$ cat src/rtl/assert_macros.svh
// Assertion helpers included by the top-level RTL file.
`ifndef ASSERT_MACROS_SVH
`define ASSERT_MACROS_SVH

// Same-cycle implication, checked outside reset.
`define ASSERT_IMPLIES(lbl, clk, rst_n, ante, cons) \
    lbl: assert property (@(posedge clk) disable iff (!rst_n) (ante) |-> (cons)) \
        else $error("assertion failed");

// Next-cycle implication, checked outside reset.
`define ASSERT_NEXT(lbl, clk, rst_n, ante, cons) \
    lbl: assert property (@(posedge clk) disable iff (!rst_n) (ante) |=> (cons)) \
        else $error("assertion failed");

`endif

$ cat src/rtl/prds_pkg.sv
// ----------------------------------------------------------------------------
// prds_pkg
// Types and constants shared by the pairwise root distance sum block.
// ----------------------------------------------------------------------------
package prds_pkg;

    localparam int COORD_W        = 24;
    localparam int SUM_W          = 40;
    localparam int FRAC_W         = 16;
    localparam int MAX_POINTS_DEF = 64;
    // Root widths of the two square root pipelines.
    localparam int SQ1_RW         = COORD_W + 2;
    localparam int SQ2_RW         = (SQ1_RW + FRAC_W) / 2;

    typedef struct packed {
        logic signed [COORD_W-1:0] x_coord;
        logic signed [COORD_W-1:0] y_coord;
        logic                      last_point;
    } t_req;

    typedef struct packed {
        logic [SUM_W-1:0] distance_sum;
        logic             overflow_flag;
    } t_res;

    typedef enum logic [2:0] {
        S_IDLE,
        S_ISSUE,
        S_DRAIN,
        S_FINISH
    } t_state;

    typedef struct packed {
        logic idle;
        logic pend_zero;
    } t_back_stat;

endpackage

$ cat src/rtl/prds_front.sv
// ----------------------------------------------------------------------------
// prds_front
// Accepts point requests and holds them in a two-entry queue for the back end.
// ----------------------------------------------------------------------------
module prds_front (
    input  logic            i_clk,
    input  logic            i_rst_n,
    input  logic            i_start,
    input  prds_pkg::t_req  i_req,
    output logic            o_busy,
    input  logic            i_pop,
    output logic            o_q_vld,
    output prds_pkg::t_req  o_q_req
);
    import prds_pkg::*;

    t_req       r_mem [2];
    logic       r_wp;
    logic       r_rp;
    logic [1:0] r_cnt;
    logic       w_push;
    logic       w_pop;

    // A request is taken whenever the queue has room.
    assign o_busy  = (r_cnt == 2'd2);
    assign w_push  = i_start && !o_busy;
    assign o_q_vld = (r_cnt != 2'd0);
    assign w_pop   = i_pop && o_q_vld;
    assign o_q_req = r_mem[r_rp];

    // Queue pointers and fill level.
    always_ff @(posedge i_clk) begin
        if (!i_rst_n) begin
            r_wp  <= 1'b0;
            r_rp  <= 1'b0;
            r_cnt <= 2'd0;
        end else begin
            if (w_push) begin
                r_wp <= ~r_wp;
            end
            if (w_pop) begin
                r_rp <= ~r_rp;
            end
            r_cnt <= r_cnt + {1'b0, w_push} - {1'b0, w_pop};
        end
    end

    // Queue storage.
    always_ff @(posedge i_clk) begin
        if (w_push) begin
            r_mem[r_wp] <= i_req;
        end
    end

endmodule

$ cat config.mk
export PLATFORM = sky130hd
export DESIGN_NAME = prds_front
export DESIGN_NICKNAME = d
export VERILOG_FILES = /design/src/rtl/assert_macros.svh /design/src/rtl/prds_pkg.sv /design/src/rtl/prds_front.sv
export SDC_FILE = /design/constraint.sdc
export NUM_CORES = 1
export LEC_CHECK = 0
export BUFFER_PORTS_ARGS = -buffer_cell sky130_fd_sc_hd__buf_2
export CAP_MARGIN = 0
export CORE_MARGIN = 3
export CORE_UTILIZATION = 49
export DETAILED_ROUTE_END_ITERATION = 8
export GPL_TIMING_DRIVEN = 0
export PLACE_DENSITY = 0.72
export REMOVE_ABC_BUFFERS = 1
export SETUP_SLACK_MARGIN = 0.1
export SYNTH_ARGS = -nofsm -noshare
export SYNTH_HDL_FRONTEND = slang
export SYNTH_SLANG_ARGS = --single-unit
$ cat constraint.sdc
create_clock -name i_clk -period 4.5 [get_ports i_clk]
set_clock_uncertainty 0.2 [all_clocks]
set_input_delay 0 -clock i_clk [delete_from_list [all_inputs] [get_ports i_clk]]
set_output_delay 0 -clock i_clk [all_outputs]
set_load 0.02 [all_outputs]
==> impl_metrics.json <==
{
  "crit_path_end_kind": "primary output",
  "worstPathCellList": "buf_12 -> mux2_2 -> buf_2",
  "power.internal_mw": 1.81,
  "crit_buf_inv": 2,
  "synth_cells": 178,
  "worstPathArrival_ns": 1.90,
  "drtIter0Drc": 52,
  "avgRoutedWirePerCell_um": 15.2,
  "cts_hold_buffers": 52,
  "synth-seq-cells": 103,
  "crit_path_max_fanout": 28,
  "slowest_delay_ns": 0.73,
  "ir_drop_mv": 0.339,
  "vias_per_cell": 4.78,
  "dr.pass1.iters": 4,
  "path_class": "flip-flop to primary output",
  "p_per_area_mw_per_mm2": 497,
  "fp-row-count": 31,
  "setup_violations": 0,
  "worst_pin_slew_ns": 0.759,
  "met2_length_um": 3530,
  "clockPowerShare_pct": 21.0,
  "root_buffer": "clkbuf_8",
  "postRouteAntennaNets": 0,
  "hold_viol": 0,
  "grt_start_max_net_pins": 29,
  "leakagePower_nw": 2.00,
  "clk_pin_slew_ns": 0.09,
  "power_frac_comb_pct": 29.9,
  "route.met3.wl_um": 348,
  "drive_above_1_share_pct": 49.9,
  "hold_path_class": "input pin to flip-flop",
  "crit_path_start_kind": "flip-flop",
  "drc": 0,
  "n_antenna_cell": 0,
  "max_cap_viol_count": 0,
  "rsz0062_at_grt": "no",
  "finalNonFillerCells": 446,
  "synthDistinctLibCells": 19,
  "post_cts_buffers": 0,
  "fp.dieArea_mm2": 0.00888,
  "wl_um": 6780,
  "dp_worst_setup_slack_ns": 2.39,
  "die_y_um": 94.2,
  "grt-ovfl-total": 0,
  "outcome": "finished, final reports clean",
  "cts_tree": "yes",
  "swShare_pct": 29.9,
  "antenna_found_initial": 0,
  "core_area_mm2": 0.00741,
  "slowest_stage": "dfxtp_2",
  "synth_area_mm2": 0.00381,
  "io_pins": 104,
  "grt_pass1_wl_um": 10500,
  "finalPower_mw": 2.58,
  "pwr-share-seq_pct": 49.1,
  "htreeDepth": 3,
  "most-common-layout-cells": "buf_2 (103), edfxtp_1 (98), dlygate4sd3_1 (52)",
  "die_x_um": 94.2,
  "path_delay_family": "flip-flops",
  "slew_viol_final": 0,
  "yosys_warnings": 0,
  "numCtsBuffers": 9,
  "fin_nets": 397,
  "post-dp-hpwl_um": 4190,
  "cts-resized-gates": 0,
  "layout_commonest_cell": "buf_2",
  "grt_util_all_layers_pct": 15.8,
  "switchingPower_mw": 0.770,
  "reg2regPathDepth": 4,
  "holdPathStages": 2,
  "insertion_delay_ns": 0.34,
  "dp_cells": 378,
  "relSlewSlack_pct": 49.3,
  "path_depth": 3,
  "cts_max_path_buffers": 2,
  "gp_congestion": 0.691,
  "period_minus_slack_ns": 2.10,
  "setup_tns_ns": 0,
  "fmax_ghz": 0.477,
  "dpl-instance-area_mm2": 0.00448,
  "dr_total_vias": 2131,
  "syn_avg_cell_area_um2": 21.4,
  "cts_sinks": 103,
  "synthToLayoutAreaGrowth_pct": 35.9,
  "routed.top_layer": "met4",
  "wl_met1_um": 2800,
  "cp_data_required_time_ns": 4.30,
  "start_util_pct": 51.5,
  "portBuffers": 103,
  "grt_pass1_vias": 2240,
  "fin_crit_sh_pct": 46.6,
  "setup_ws_ns": 2.40,
  "yosysSeqAreaShare_pct": 79.8,
  "design_area_mm2": 0.00518
}
## power groups by stage
stage	clock [mW]	sequential (mW)	combinational (mW)
after floorplan	0	1.30	0.480
after global placement	0	1.33	0.684
after detailed placement	0	1.29	0.743
after CTS	0.559	1.27	0.782
after global routing	0.604	1.28	0.822
final	0.542	1.27	0.770
## worst paths after layout
path	startpoint	end	slack, ns
worst max-delay path	flip-flop	o_q_req[33]	2.40
worst max register to register	r_cnt[0]	r_mem[0][15]	2.41
worst min register to register	r_rp	flip-flop	0.32
worst min-delay path	i_req[9]	r_mem[0][9]	0.17
## cells by family after synthesis
logic type,Yosys count,share of synthesized area (%)
xor+xnor,3,0.689
flops,103,79.8
buf+inv,8,1.57
simple gates,11,1.41
mux,50,15.7
fa+ha+maj,2,0.656
compound gates,1,0.197
## worst register-to-register path, delay by kind of cell, from the launching register on
family / cells / cell delay (ns)
and+or+nand+nor: 3 / 0.92
DFF: 1 / 0.37
buffers and inverters: 1 / 0.28
## cell type report
| cell class | instances | area (µm²) |
|---|---|---|
| tap | 99 | 124 |
| timing repair buffer | 158 | 1100 |
| sequential | 103 | 3040 |
| clock inverter | 6 | 60.1 |
| multi-input combinational | 67 | 721 |
| inverter | 3 | 11.3 |
| fill | 494 | 2220 |
| clock buffer | 10 | 128 |
## Yosys cell counts (all sizes together)
| library cell | instances | area, µm² |
|---|---|---|
| nand2 | 2 | 7.51 |
| and2 | 1 | 6.26 |
| or2 | 1 | 6.26 |
| dfxtp | 5 | 100 |
| xor2 | 1 | 8.76 |
| nor2 | 4 | 15.0 |
| nand2b | 2 | 12.5 |
| ha | 2 | 25.0 |
| o21a | 1 | 7.51 |
| edfxtp | 98 | 2940 |
| buf | 5 | 48.8 |
| and3 | 1 | 6.26 |
| inv | 3 | 11.3 |
| mux2 | 49 | 589 |
| xnor2 | 2 | 17.5 |
| mux2i | 1 | 10.0 |
## per-layer routing
metal  GRT usage, %  up-vias
met1           19.2     1040
met5              0        -
met2           27.5       63
met3           2.96        9
li1               -     1019
met4           6.62        0
## stage by stage
stage | hold slack (ns) | util, %
after global routing | 0.163 | 70.0
final | 0.171 | 70.0
after floorplan | -0.101 | -
after CTS | 0.151 | 70.0
after global placement | -0.0127 | 59.5
after detailed placement | -0.00856 | 60.4
## state kept, by name, summed over array words and instances (netlist names), named ones only
signal,flops
r_rp,1
r_mem,98
r_cnt,2
r_wp,1
(Power assumes the default switching activity.)
